[config.mk]
export PLATFORM = sky130hd
export DESIGN_NAME = wound_wait_lock_manager_flat
export DESIGN_NICKNAME = d
export VERILOG_FILES = /design/src/hw/rtl/wwlm_pkg.sv /design/src/hw/rtl/wwlm_if.sv /design/src/hw/rtl/wwlm_evt_buf.sv /design/src/hw/rtl/wound_wait_lock_manager.sv /design/src/flat_wrapper.sv
export SDC_FILE = /design/constraint.sdc
export NUM_CORES = 2
export LEC_CHECK = 0
export ABC_AREA = 1
export ABC_CLOCK_PERIOD_IN_PS = 4520
export BUFFER_PORTS_ARGS = -buffer_cell sky130_fd_sc_hd__buf_4
export CORE_MARGIN = 4
export CORE_UTILIZATION = 37
export DETAILED_ROUTE_END_ITERATION = 10
export GPL_TIMING_DRIVEN = 0
export PLACE_DENSITY = 0.57
export SLEW_MARGIN = 20
export SYNTH_ARGS = -nofsm -noshare
export SYNTH_HDL_FRONTEND = slang
export SYNTH_SLANG_ARGS = --single-unit
[constraint.sdc]
create_clock -name clk -period 4.52 [get_ports clk]
set_input_delay 0.226 -clock clk [delete_from_list [all_inputs] [get_ports clk]]
set_output_delay 0.226 -clock clk [all_outputs]
set_load 0.02 [all_outputs]
[src/hw/rtl/wwlm_pkg.sv]
// wwlm_pkg: shared types and codes for the wound-wait lock manager
package wwlm_pkg;

    localparam int CMD_W = 2;
    localparam int ID_W  = 4;
    localparam int VAR_W = 5;

    typedef enum logic [CMD_W-1:0] {
        CMD_BEGIN,
        CMD_READ,
        CMD_WRITE,
        CMD_COMMIT
    } cmd_t;

    typedef enum logic [2:0] {
        EV_STARTED,
        EV_ACQUIRED,
        EV_HELD,
        EV_QUEUED,
        EV_WOUND,
        EV_COMPLETED,
        EV_WOKEN,
        EV_IGNORED
    } ev_t;

    typedef enum logic [3:0] {
        S_IDLE,
        S_LOOK,
        S_CMP,
        S_FREE_RD,
        S_FREE_CHK,
        S_END,
        S_DROP_RD,
        S_DROP_CHK,
        S_WAKE_RD,
        S_WAKE_PV,
        S_WAKE_CHK,
        S_FLUSH
    } state_t;

    typedef struct packed {
        cmd_t             command;
        logic [ID_W-1:0]  txn_id;
        logic [VAR_W-1:0] var_index;
    } req_t;

    typedef struct packed {
        ev_t              event_res;
        logic [ID_W-1:0]  subject_id;
        logic [ID_W-1:0]  victim_id;
        logic [VAR_W-1:0] granted_var;
        logic             last;
    } rsp_t;

    typedef struct packed {
        ev_t              event_res;
        logic [ID_W-1:0]  subject_id;
        logic [ID_W-1:0]  victim_id;
        logic [VAR_W-1:0] granted_var;
    } evt_body_t;

    typedef struct packed {
        logic      load;
        logic      flush;
        evt_body_t body;
    } buf_ctl_t;

    typedef struct packed {
        logic slot_free;
        logic hold_vld;
    } buf_sts_t;

endpackage

[src/hw/rtl/wwlm_if.sv]
// wwlm_if: valid/ready channel interfaces for commands and events
interface wwlm_req_if;
    logic          valid;
    logic          ready;
    wwlm_pkg::req_t data;

    modport source (output valid, output data, input ready);
    modport sink   (input valid, input data, output ready);
endinterface

interface wwlm_rsp_if;
    logic          valid;
    logic          ready;
    wwlm_pkg::rsp_t data;

    modport source (output valid, output data, input ready);
    modport sink   (input valid, input data, output ready);
endinterface

[src/hw/rtl/wwlm_evt_buf.sv]
// wwlm_evt_buf: one-event hold stage plus output register, marks the last beat
module wwlm_evt_buf (
    input  logic               clk,
    input  logic               rst_n,
    input  wwlm_pkg::buf_ctl_t ctl,
    output wwlm_pkg::buf_sts_t sts,
    wwlm_rsp_if.source         rsp
);

    wwlm_pkg::evt_body_t hold_reg, hold_next;
    logic                hold_vld_reg, hold_vld_next;
    wwlm_pkg::rsp_t      out_reg, out_next;
    logic                out_vld_reg, out_vld_next;

    assign sts.slot_free = !out_vld_reg || rsp.ready;
    assign sts.hold_vld  = hold_vld_reg;
    assign rsp.valid     = out_vld_reg;
    assign rsp.data      = out_reg;

    always_comb
    begin
        hold_next     = hold_reg;
        hold_vld_next = hold_vld_reg;
        out_next      = out_reg;
        out_vld_next  = out_vld_reg && !rsp.ready;
        if (ctl.load)
        begin
            // older held event goes out, it is not the final one
            if (hold_vld_reg)
            begin
                out_vld_next         = 1'b1;
                out_next.event_res   = hold_reg.event_res;
                out_next.subject_id  = hold_reg.subject_id;
                out_next.victim_id   = hold_reg.victim_id;
                out_next.granted_var = hold_reg.granted_var;
                out_next.last        = 1'b0;
            end
            hold_next     = ctl.body;
            hold_vld_next = 1'b1;
        end
        if (ctl.flush)
        begin
            out_vld_next         = 1'b1;
            out_next.event_res   = hold_reg.event_res;
            out_next.subject_id  = hold_reg.subject_id;
            out_next.victim_id   = hold_reg.victim_id;
            out_next.granted_var = hold_reg.granted_var;
            out_next.last        = 1'b1;
            hold_vld_next        = 1'b0;
        end
    end

    always_ff @(posedge clk or negedge rst_n)
    begin
        if (!rst_n)
        begin
            hold_vld_reg <= 1'b0;
            out_vld_reg  <= 1'b0;
        end
        else
        begin
            hold_vld_reg <= hold_vld_next;
            out_vld_reg  <= out_vld_next;
        end
    end

    always_ff @(posedge clk)
    begin
        hold_reg <= hold_next;
        out_reg  <= out_next;
    end

    a_flush_has_event: assert property (@(posedge clk) disable iff (!rst_n)
        ctl.flush |-> (hold_vld_reg && (!out_vld_reg || rsp.ready)))
        else $error("flush without a held event or free output slot");

    a_load_no_overrun: assert property (@(posedge clk) disable iff (!rst_n)
        (ctl.load && hold_vld_reg) |-> (!out_vld_reg || rsp.ready))
        else $error("event pushed over an untaken output beat");

    a_no_load_flush: assert property (@(posedge clk) disable iff (!rst_n)
        !(ctl.load && ctl.flush))
        else $error("load and flush in the same cycle");

endmodule

[src/hw/rtl/wound_wait_lock_manager.sv]
// wound_wait_lock_manager: wound-wait exclusive lock manager, top level
//
//  channel  dir  beat payload                                   handshake
//  req      in   command, txn_id, var_index                     valid/ready
//  rsp      out  event_res, subject_id, victim_id, granted_var,  valid/ready
//                last
//
// one command at a time; begin, lock and ignored commands step through accept,
// look and flush, and a contended lock adds a stamp compare before the flush
// commit and wound sweep the lock table with a read and a check per variable,
// pass an end state, drop a waiting target from the queue with a read and check per
// waiter, then run the wake scan (read, pending variable, check), on single read ports
// reset clears lock valid flops, flags and queue count at once, no clearing pass
// a stalled rsp holds the engine only when a new event meets a full output register
module wound_wait_lock_manager #(
    parameter int NUM_VARS    = 26,
    parameter int NUM_TXNS    = 16,
    parameter int STAMP_WIDTH = 32
) (
    input  logic       clk,
    input  logic       rst_n,
    wwlm_req_if.sink   req,
    wwlm_rsp_if.source rsp
);

    localparam int TXN_W = $clog2(NUM_TXNS);
    localparam int VIX_W = $clog2(NUM_VARS);
    localparam int CNT_W = $clog2(NUM_TXNS + 1);
    localparam int TM_W  = STAMP_WIDTH + VIX_W;

    // control and item registers
    wwlm_pkg::state_t        state_reg, state_next;
    wwlm_pkg::cmd_t          cmd_reg, cmd_next;
    logic [wwlm_pkg::ID_W-1:0]  id_reg, id_next;
    logic [wwlm_pkg::VAR_W-1:0] var_reg, var_next;
    logic [STAMP_WIDTH-1:0]  stamp_cnt_reg, stamp_cnt_next;
    logic [STAMP_WIDTH-1:0]  rs_reg, rs_next;
    logic [TXN_W-1:0]        victim_reg, victim_next;
    logic [TXN_W-1:0]        tgt_reg, tgt_next;
    logic [TXN_W-1:0]        wt_reg, wt_next;
    logic [VIX_W-1:0]        vsw_reg, vsw_next;
    logic [CNT_W-1:0]        i_reg, i_next;
    logic [CNT_W-1:0]        j_reg, j_next;
    logic [CNT_W-1:0]        wcount_reg, wcount_next;
    logic [NUM_TXNS-1:0]     active_reg, active_next;
    logic [NUM_TXNS-1:0]     waiting_reg, waiting_next;
    logic [NUM_VARS-1:0]     lock_vld_reg, lock_vld_next;

    // lock owner table
    logic [TXN_W-1:0] owner_mem [NUM_VARS];
    logic [TXN_W-1:0] owner_q;
    logic [VIX_W-1:0] owner_raddr, owner_waddr;
    logic [TXN_W-1:0] owner_wdata;
    logic             owner_we;

    // per transaction {stamp, pending variable}
    logic [TM_W-1:0]  txn_mem [NUM_TXNS];
    logic [TM_W-1:0]  txn_q;
    logic [TXN_W-1:0] txn_raddr, txn_waddr;
    logic [TM_W-1:0]  txn_wdata;
    logic             txn_we;

    // wait queue, compacted in place
    logic [TXN_W-1:0] fifo_mem [NUM_TXNS];
    logic [TXN_W-1:0] fifo_q;
    logic [TXN_W-1:0] fifo_raddr, fifo_waddr;
    logic [TXN_W-1:0] fifo_wdata;
    logic             fifo_we;

    wwlm_pkg::buf_ctl_t ctl;
    wwlm_pkg::buf_sts_t sts;

    logic             accept;
    logic [TXN_W-1:0] tix;
    logic [VIX_W-1:0] vix;
    logic             id_ok, var_ok;
    wwlm_pkg::ev_t    look_ev, cmp_ev;
    logic             look_contend;
    logic [STAMP_WIDTH-1:0] q_stamp;
    logic [VIX_W-1:0] pv;
    logic             wake_grant;

    assign accept  = req.valid && req.ready;
    assign tix     = TXN_W'(id_reg);
    assign vix     = VIX_W'(var_reg);
    assign id_ok   = 32'(id_reg) < NUM_TXNS;
    assign var_ok  = 32'(var_reg) < NUM_VARS;
    assign q_stamp = txn_q[TM_W-1:VIX_W];
    assign pv      = txn_q[VIX_W-1:0];
    assign wake_grant = !lock_vld_reg[pv];

    // decision once the owner and requester stamp are read
    always_comb
    begin
        look_ev      = wwlm_pkg::EV_IGNORED;
        look_contend = 1'b0;
        if (id_ok)
        begin
            case (cmd_reg)
                wwlm_pkg::CMD_BEGIN:
                    look_ev = active_reg[tix] ? wwlm_pkg::EV_IGNORED : wwlm_pkg::EV_STARTED;
                wwlm_pkg::CMD_COMMIT:
                    look_ev = active_reg[tix] ? wwlm_pkg::EV_COMPLETED : wwlm_pkg::EV_IGNORED;
                wwlm_pkg::CMD_READ, wwlm_pkg::CMD_WRITE:
                begin
                    if (!active_reg[tix] || waiting_reg[tix] || !var_ok)
                        look_ev = wwlm_pkg::EV_IGNORED;
                    else if (!lock_vld_reg[vix])
                        look_ev = wwlm_pkg::EV_ACQUIRED;
                    else if (owner_q == tix)
                        look_ev = wwlm_pkg::EV_HELD;
                    else
                        look_contend = 1'b1;
                end
                default:
                    look_ev = wwlm_pkg::EV_IGNORED;
            endcase
        end
    end

    // younger requester waits, older one wounds, equal stamps do nothing
    always_comb
    begin
        if (rs_reg > q_stamp)
            cmp_ev = wwlm_pkg::EV_QUEUED;
        else if (rs_reg < q_stamp)
            cmp_ev = wwlm_pkg::EV_WOUND;
        else
            cmp_ev = wwlm_pkg::EV_IGNORED;
    end

    // next state
    always_comb
    begin
        state_next = state_reg;
        case (state_reg)
            wwlm_pkg::S_IDLE:
                if (accept)
                    state_next = wwlm_pkg::S_LOOK;
            wwlm_pkg::S_LOOK:
                if (look_contend)
                    state_next = wwlm_pkg::S_CMP;
                else if (look_ev == wwlm_pkg::EV_COMPLETED)
                    state_next = wwlm_pkg::S_FREE_RD;
                else
                    state_next = wwlm_pkg::S_FLUSH;
            wwlm_pkg::S_CMP:
                state_next = (cmp_ev == wwlm_pkg::EV_WOUND) ? wwlm_pkg::S_FREE_RD
                                                            : wwlm_pkg::S_FLUSH;
            wwlm_pkg::S_FREE_RD:
                state_next = wwlm_pkg::S_FREE_CHK;
            wwlm_pkg::S_FREE_CHK:
                state_next = (vsw_reg == VIX_W'(NUM_VARS - 1)) ? wwlm_pkg::S_END
                                                               : wwlm_pkg::S_FREE_RD;
            wwlm_pkg::S_END:
                state_next = waiting_reg[tgt_reg] ? wwlm_pkg::S_DROP_RD : wwlm_pkg::S_WAKE_RD;
            wwlm_pkg::S_DROP_RD:
                state_next = (i_reg == wcount_reg) ? wwlm_pkg::S_WAKE_RD : wwlm_pkg::S_DROP_CHK;
            wwlm_pkg::S_DROP_CHK:
                state_next = wwlm_pkg::S_DROP_RD;
            wwlm_pkg::S_WAKE_RD:
                state_next = (i_reg == wcount_reg) ? wwlm_pkg::S_FLUSH : wwlm_pkg::S_WAKE_PV;
            wwlm_pkg::S_WAKE_PV:
                state_next = wwlm_pkg::S_WAKE_CHK;
            wwlm_pkg::S_WAKE_CHK:
                if (!wake_grant || sts.slot_free)
                    state_next = wwlm_pkg::S_WAKE_RD;
            wwlm_pkg::S_FLUSH:
                if (sts.slot_free)
                    state_next = wwlm_pkg::S_IDLE;
            default:
                state_next = wwlm_pkg::S_IDLE;
        endcase
    end

    // datapath, memory ports and event buffer control
    always_comb
    begin
        cmd_next       = cmd_reg;
        id_next        = id_reg;
        var_next       = var_reg;
        stamp_cnt_next = stamp_cnt_reg;
        rs_next        = rs_reg;
        victim_next    = victim_reg;
        tgt_next       = tgt_reg;
        wt_next        = wt_reg;
        vsw_next       = vsw_reg;
        i_next         = i_reg;
        j_next         = j_reg;
        wcount_next    = wcount_reg;
        active_next    = active_reg;
        waiting_next   = waiting_reg;
        lock_vld_next  = lock_vld_reg;

        owner_raddr = '0;
        owner_we    = 1'b0;
        owner_waddr = vix;
        owner_wdata = tix;
        txn_raddr   = '0;
        txn_we      = 1'b0;
        txn_waddr   = tix;
        txn_wdata   = '0;
        fifo_raddr  = i_reg[TXN_W-1:0];
        fifo_we     = 1'b0;
        fifo_waddr  = j_reg[TXN_W-1:0];
        fifo_wdata  = '0;

        ctl.load  = 1'b0;
        ctl.flush = 1'b0;
        ctl.body.event_res   = look_ev;
        ctl.body.subject_id  = id_reg;
        ctl.body.victim_id   = '0;
        ctl.body.granted_var = '0;

        req.ready = (state_reg == wwlm_pkg::S_IDLE);

        case (state_reg)
            wwlm_pkg::S_IDLE:
            begin
                owner_raddr = VIX_W'(req.data.var_index);
                txn_raddr   = TXN_W'(req.data.txn_id);
                if (accept)
                begin
                    cmd_next = req.data.command;
                    id_next  = req.data.txn_id;
                    var_next = req.data.var_index;
                    // saturating item counter
                    if (stamp_cnt_reg != '1)
                        stamp_cnt_next = stamp_cnt_reg + 1'b1;
                end
            end
            wwlm_pkg::S_LOOK:
            begin
                // holder stamp is fetched while the outcome is settled
                txn_raddr   = owner_q;
                rs_next     = q_stamp;
                victim_next = owner_q;
                if (!look_contend)
                begin
                    ctl.load = 1'b1;
                    if (look_ev == wwlm_pkg::EV_ACQUIRED || look_ev == wwlm_pkg::EV_HELD)
                        ctl.body.granted_var = var_reg;
                    case (look_ev)
                        wwlm_pkg::EV_STARTED:
                        begin
                            active_next[tix]  = 1'b1;
                            waiting_next[tix] = 1'b0;
                            txn_we    = 1'b1;
                            txn_wdata = {stamp_cnt_reg, {VIX_W{1'b0}}};
                        end
                        wwlm_pkg::EV_ACQUIRED:
                        begin
                            lock_vld_next[vix] = 1'b1;
                            owner_we = 1'b1;
                        end
                        wwlm_pkg::EV_COMPLETED:
                        begin
                            tgt_next = tix;
                            vsw_next = '0;
                        end
                        default:
                        begin
                        end
                    endcase
                end
            end
            wwlm_pkg::S_CMP:
            begin
                ctl.load = 1'b1;
                ctl.body.event_res = cmp_ev;
                case (cmp_ev)
                    wwlm_pkg::EV_QUEUED:
                    begin
                        ctl.body.granted_var = var_reg;
                        waiting_next[tix] = 1'b1;
                        txn_we    = 1'b1;
                        txn_wdata = {rs_reg, vix};
                        if (32'(wcount_reg) < NUM_TXNS)
                        begin
                            fifo_we     = 1'b1;
                            fifo_waddr  = wcount_reg[TXN_W-1:0];
                            fifo_wdata  = tix;
                            wcount_next = wcount_reg + 1'b1;
                        end
                    end
                    wwlm_pkg::EV_WOUND:
                    begin
                        ctl.body.granted_var = var_reg;
                        ctl.body.victim_id   = wwlm_pkg::ID_W'(victim_reg);
                        // lock changes hands now; sweep skips it since owner differs
                        owner_we = 1'b1;
                        tgt_next = victim_reg;
                        vsw_next = '0;
                    end
                    default:
                    begin
                    end
                endcase
            end
            wwlm_pkg::S_FREE_RD:
                owner_raddr = vsw_reg;
            wwlm_pkg::S_FREE_CHK:
            begin
                if (lock_vld_reg[vsw_reg] && owner_q == tgt_reg)
                    lock_vld_next[vsw_reg] = 1'b0;
                vsw_next = vsw_reg + 1'b1;
            end
            wwlm_pkg::S_END:
            begin
                active_next[tgt_reg]  = 1'b0;
                waiting_next[tgt_reg] = 1'b0;
                i_next = '0;
                j_next = '0;
            end
            wwlm_pkg::S_DROP_RD:
                if (i_reg == wcount_reg)
                begin
                    wcount_next = j_reg;
                    i_next = '0;
                    j_next = '0;
                end
            wwlm_pkg::S_DROP_CHK:
            begin
                if (fifo_q != tgt_reg)
                begin
                    fifo_we    = 1'b1;
                    fifo_wdata = fifo_q;
                    j_next     = j_reg + 1'b1;
                end
                i_next = i_reg + 1'b1;
            end
            wwlm_pkg::S_WAKE_RD:
                if (i_reg == wcount_reg)
                    wcount_next = j_reg;
            wwlm_pkg::S_WAKE_PV:
            begin
                txn_raddr = fifo_q;
                wt_next   = fifo_q;
            end
            wwlm_pkg::S_WAKE_CHK:
            begin
                // keep the pending variable on the read port while stalled
                txn_raddr = wt_reg;
                if (wake_grant)
                begin
                    if (sts.slot_free)
                    begin
                        lock_vld_next[pv]    = 1'b1;
                        owner_we             = 1'b1;
                        owner_waddr          = pv;
                        owner_wdata          = wt_reg;
                        waiting_next[wt_reg] = 1'b0;
                        ctl.load             = 1'b1;
                        ctl.body.event_res   = wwlm_pkg::EV_WOKEN;
                        ctl.body.subject_id  = wwlm_pkg::ID_W'(wt_reg);
                        ctl.body.granted_var = wwlm_pkg::VAR_W'(pv);
                        i_next = i_reg + 1'b1;
                    end
                end
                else
                begin
                    fifo_we    = 1'b1;
                    fifo_wdata = wt_reg;
                    j_next     = j_reg + 1'b1;
                    i_next     = i_reg + 1'b1;
                end
            end
            wwlm_pkg::S_FLUSH:
                ctl.flush = sts.slot_free;
            default:
            begin
            end
        endcase
    end

    always_ff @(posedge clk or negedge rst_n)
    begin
        if (!rst_n)
        begin
            state_reg     <= wwlm_pkg::S_IDLE;
            stamp_cnt_reg <= '0;
            wcount_reg    <= '0;
            active_reg    <= '0;
            waiting_reg   <= '0;
            lock_vld_reg  <= '0;
            vsw_reg       <= '0;
            i_reg         <= '0;
            j_reg         <= '0;
        end
        else
        begin
            state_reg     <= state_next;
            stamp_cnt_reg <= stamp_cnt_next;
            wcount_reg    <= wcount_next;
            active_reg    <= active_next;
            waiting_reg   <= waiting_next;
            lock_vld_reg  <= lock_vld_next;
            vsw_reg       <= vsw_next;
            i_reg         <= i_next;
            j_reg         <= j_next;
        end
    end

    always_ff @(posedge clk)
    begin
        cmd_reg    <= cmd_next;
        id_reg     <= id_next;
        var_reg    <= var_next;
        rs_reg     <= rs_next;
        victim_reg <= victim_next;
        tgt_reg    <= tgt_next;
        wt_reg     <= wt_next;
    end

    // memories, one write and one registered read each
    always_ff @(posedge clk)
    begin
        if (owner_we)
            owner_mem[owner_waddr] <= owner_wdata;
        owner_q <= owner_mem[owner_raddr];
    end

    always_ff @(posedge clk)
    begin
        if (txn_we)
            txn_mem[txn_waddr] <= txn_wdata;
        txn_q <= txn_mem[txn_raddr];
    end

    always_ff @(posedge clk)
    begin
        if (fifo_we)
            fifo_mem[fifo_waddr] <= fifo_wdata;
        fifo_q <= fifo_mem[fifo_raddr];
    end

    wwlm_evt_buf u_evt_buf (
        .clk   (clk),
        .rst_n (rst_n),
        .ctl   (ctl),
        .sts   (sts),
        .rsp   (rsp)
    );

    a_wait_needs_active: assert property (@(posedge clk) disable iff (!rst_n)
        (waiting_reg & ~active_reg) == '0)
        else $error("waiting transaction is not active");

    a_queue_matches_flags: assert property (@(posedge clk) disable iff (!rst_n)
        (state_reg == wwlm_pkg::S_IDLE) |-> ($countones(waiting_reg) == 32'(wcount_reg)))
        else $error("wait queue depth differs from waiting flags");

    a_queue_bound: assert property (@(posedge clk) disable iff (!rst_n)
        32'(wcount_reg) <= NUM_TXNS)
        else $error("wait queue overflow");

    a_one_in_flight: assert property (@(posedge clk) disable iff (!rst_n)
        (req.valid && req.ready) |=> !req.ready)
        else $error("second command taken while one is in work");

endmodule
[src/flat_wrapper.sv]
// flat-port wrapper written by rule: the top's interface ports become plain ports
module wound_wait_lock_manager_flat 
#(
    parameter int NUM_VARS    = 26,
    parameter int NUM_TXNS    = 16,
    parameter int STAMP_WIDTH = 32
)
  (clk, rst_n, req_valid, req_data, req_ready, rsp_valid, rsp_data, rsp_ready);
  wwlm_req_if req_i ();
  wwlm_rsp_if rsp_i ();
  input  logic clk;
  input  logic rst_n;
  input wire logic [$bits(req_i.valid)-1:0] req_valid;
  input wire logic [$bits(req_i.data)-1:0] req_data;
  output wire logic [$bits(req_i.ready)-1:0] req_ready;
  output wire logic [$bits(rsp_i.valid)-1:0] rsp_valid;
  output wire logic [$bits(rsp_i.data)-1:0] rsp_data;
  input wire logic [$bits(rsp_i.ready)-1:0] rsp_ready;
  assign req_i.valid = req_valid;
  assign req_i.data = req_data;
  assign req_ready = req_i.ready;
  assign rsp_valid = rsp_i.valid;
  assign rsp_data = rsp_i.data;
  assign rsp_i.ready = rsp_ready;
  wound_wait_lock_manager #(.NUM_VARS(NUM_VARS), .NUM_TXNS(NUM_TXNS), .STAMP_WIDTH(STAMP_WIDTH)) u_core (.clk(clk), .rst_n(rst_n), .req(req_i), .rsp(rsp_i));
endmodule
==> out/qor.csv <==
stage,metric,value,unit
status,status,finished clean,
yosys,Post-synth top flop,edfxtp_1,
yosys,Yosys cell types,60,
grt,antenna violations before repair,4,
power,switching share of power,43.7,%
route,DR WL/cell,23.6,µm
placed_design,post-DP HPWL,104000,µm
yosys,Yosys reg bits,1009,
layout,largest registers,"u_core.txn_mem (592), u_core.owner_mem (104), u_core.fifo_mem (64)",
yosys,Syn Area/Cell,10.5,µm²
worst_setup_path,crit-path cells,"inv_1, buf_2, nand2_1, nand2_1, nand2_1, nand2_1, inv_2, nand2_1, nand2_1, o21ai_1, nand2_1, nand2_1, nand3_2, inv_4, nand2_4, nand2_2, inv_2, buf_6, nor2_4, buf_16, buf_16",
sta,final period utilization,92.8,%
power,internal power,21.2,mW
grt,first-pass GRT wire length,215000,µm
grt,vias in the first global route,32300,
power,Sw Pwr,16.4,mW
yosys,Cells after Synth,4290,
yosys,fraction of registers with async set/reset,11.5,%
sta,skew final,0.0828,ns
layout,Top reg by flops,u_core.txn_mem,
worst_setup_path,worst r2r src,u_core.id_reg[1],
placed_design,Placed Cells,5994,
yosys,complex-gate fraction of the synthesized area,11.2,%
sta,Slew headroom,18.4,%
worst_setup_path,slowest CP cell,edfxtp_1,
die,Site Rows,127,
layout,proportion of layout cells with a drive suffix above 1,9.90,%
die,Die Wd,356,µm
yosys,Post-synth EDFFs,847,
sta,Final Max Slew Viols,0,
route,initial DRC count,4465,
sta,RSZ-0062 raised after global routing,false,
yosys,post-synthesis adder-cell area fraction,1.17,%
power,Clock power frac,23.9,%
die,core area,120000,µm²
worst_setup_path,crit-path most repeated cell,nand2_1,
die,Ports,34,
die,die height,356,µm
power,sequential power share,33.5,%
clock_network,worst skew pair latency,0.72,ns
yosys,simple-gate share of the synthesized area,16.7,%
power,Combinational Power Share,42.7,%
layout,number of nets in the layout,4560,
route,Post-Route WL,147000,µm
sta,measured slew at the worst slew-check pin,1.22,ns
worst_setup_path,worst endpoint required time,4.91,ns
yosys,Synth Cell Area,44900,µm²
grt,gr usage total,22.6,%
route,Post-route DRC,0,
clock_network,Root Driver,clkbuf_16,
worst_setup_path,crit start category,register,
worst_setup_path,critical path type,reg -> reg,
worst_setup_path,Crit. End Element,register,
power,PD cells,718,nW/µm²
route,Routed Antenna Nets,0,
clock_network,CTS tree,built,
yosys,multiplexer share of the synthesized area,0,%
layout,area grow syn2layout,16.6,%
die,Die Area,127000,µm²
route,DRT Pass-1 Iters,6,
clock_network,"Clk pin slew, worst setup/hold paths",0.07,ns
route,DR vias/cell,5.50,
worst_setup_path,Worst Setup SP,u_core.id_reg[1],
sta,final hold viol count,0,
yosys,post-synthesis sequential area ratio,65.1,%
clock_network,clk sinks,1009,
worst_setup_path,CP max FO,14,
layout,Inserted Diodes,0,
sta,"Setup violations, final",0,
worst_setup_path,critical path's largest stage delay,0.56,ns
yosys,main combinational cell family by area after synthesis,simple AND/OR/NAND/NOR gates,
clock_network,H-tree levels,3,
worst_setup_path,critical path arrival,4.59,ns
run,maxcap violations,0,
yosys,Syn Nets,4347,
clock_network,Max clock buf depth,3,
grt,largest net degree at the start of global routing,87,
route,vias,34100,
sta,Post-Route Setup TNS,0,ns
layout,post-route insts no fill,6206,
placed_design,placer congestion estimate,0.965,
power,Peak VDD IR,0.438,mV
die,starting density of the core,37.4,%
yosys,XOR/XNOR share of the synthesized area,0.955,%
clock_network,Num CTS Buffers,105,
hold_path,Hold Path Class,in -> async,
layout,Largest register FFs,592,
grt,grt total ovfl,0,
power,P_leak,19.4,nW
yosys,Synth Warn #,0,
sta,min Tclk post-route,4.20,ns
placed_design,IO buf count,33,
sta,Fmax achieved,238,MHz
layout by cell type (no fill, tap or decap), drive strengths merged, types with 12 or more instances in the layout:
cell type	count
nor2	922
edfxtp	847
nand2	645
o21ai	441
inv	332
clkbuf	257
nand3	197
buf	184
o311ai	124
dfrtp	116
a21oi	56
o22ai	49
dfxtp	46
xor2	44
ha	42
o221ai	39
o211ai	38
nor3	36
clkinv	36
o31ai	29
nand4	16
nor4	16
bufinv	13
dlygate4sd3	12
through the flow:
stage / worst slack [ns] / instance area (µm²) / power [mW] / hold slack [ns] / utilization, %
final: 0.325 / 52400 / 37.6 / 0.0491 / 43.5
after global routing: 0.157 / 52400 / 39.4 / 0.0409 / 43.5
after global placement: -2.23 / 47200 / 28.0 / 0.409 / 39.2
after CTS: 0.0113 / 52300 / 37.4 / 0.00960 / 43.5
after floorplan: 0.706 / 44900 / 21.5 / -0.0696 / -
after detailed placement: -0.0423 / 48600 / 28.4 / 0.103 / 40.4
synth_stat cells, types with 3 or more instances:
cell type | instances | area, µm²
a21oi_1 | 55 | 275
a22oi_1 | 8 | 60.1
a31oi_1 | 8 | 50.1
buf_1 | 9 | 33.8
buf_2 | 56 | 280
buf_4 | 14 | 105
buf_6 | 11 | 124
clkbuf_1 | 117 | 439
dfrtp_1 | 116 | 2900
dfxtp_1 | 46 | 921
edfxtp_1 | 847 | 25400
ha_1 | 42 | 526
inv_1 | 304 | 1140
inv_2 | 22 | 82.6
nand2_1 | 631 | 2370
nand2_2 | 8 | 50.1
nand2_4 | 6 | 67.6
nand3_1 | 194 | 971
nand3_2 | 3 | 30.0
nand4_1 | 16 | 100
nor2_1 | 900 | 3380
nor2_2 | 18 | 113
nor2_4 | 3 | 33.8
nor3_1 | 36 | 180
nor4_1 | 15 | 93.8
o2111ai_1 | 3 | 26.3
o211ai_1 | 38 | 285
o21ai_0 | 399 | 2000
o21ai_1 | 41 | 205
o21bai_1 | 4 | 30.0
o221ai_1 | 39 | 342
o22ai_1 | 48 | 300
o311ai_0 | 40 | 350
o311ai_1 | 84 | 736
o31ai_1 | 29 | 218
xnor2_1 | 5 | 43.8
xor2_1 | 44 | 385
power groups by stage:
stage               clock network [mW]  logic, mW  registers [mW]
finish                            8.97       16.0            12.6
global route                      9.51       17.3            12.6
CTS                               9.10       15.8            12.5
detailed placement                   0       15.7            12.7
global placement                     0       15.2            12.8
floorplan                            0       9.01            12.5
critical path, delay by kind of cell, from the launching register on:
family	cells	cell delay (ns)
AO/OA/AOI/OAI	1	0.14
buffers and inverters	8	1.46
flip-flops	1	0.56
AND/OR/NAND/NOR	12	1.69
worst paths after layout:
kind | slack [ns] | endpoint | cells after the start
max | 0.32 | u_core.txn_mem[10][33] | 21
max reg2reg | 0.32 | u_core.txn_mem[10][33] | 21
max in group asynchronous | 3.92 | u_core.vsw_reg[1] | 3
min reg2reg | 0.42 | u_core.rs_reg[4] | 0
min | 0.05 | u_core.stamp_cnt_reg[25] | 3
min in group clk | 0.08 | u_core.state_reg[3] | 5
per-layer routing:
layer,vias to the layer above,part of all wire (%),GRT usage [%]
met1,16800,43,32.7
met5,-,0,0
li1,15400,-,-
met3,234,9.4,3.84
met4,0,2.5,6.13
met2,1631,45,35.3
area by class of cell:
cell class	count	area, µm²
tap	1612	2020
inverter	330	1250
clock buffer	140	2860
sequential	1009	29300
clock inverter	58	736
multi-input combinational	2744	13800
buffer	207	986
fill	11300	67900
timing repair buffer	106	1530
cell families after synthesis:
group | after synthesis
simple gates | 1841
flops | 1009
compound gates | 812
buf+inv | 537
xor+xnor | 49
fa+ha+maj | 42
timing repair:
item	CTS	global route
buffers inserted	0	1
hold buffers	13	0
pin swaps	0	1
resized for setup	2	7
endpoints found under the setup margin	32	196
endpoints found under the hold margin	127	0
No activity file was read; power rests on OpenSTA's default activity.
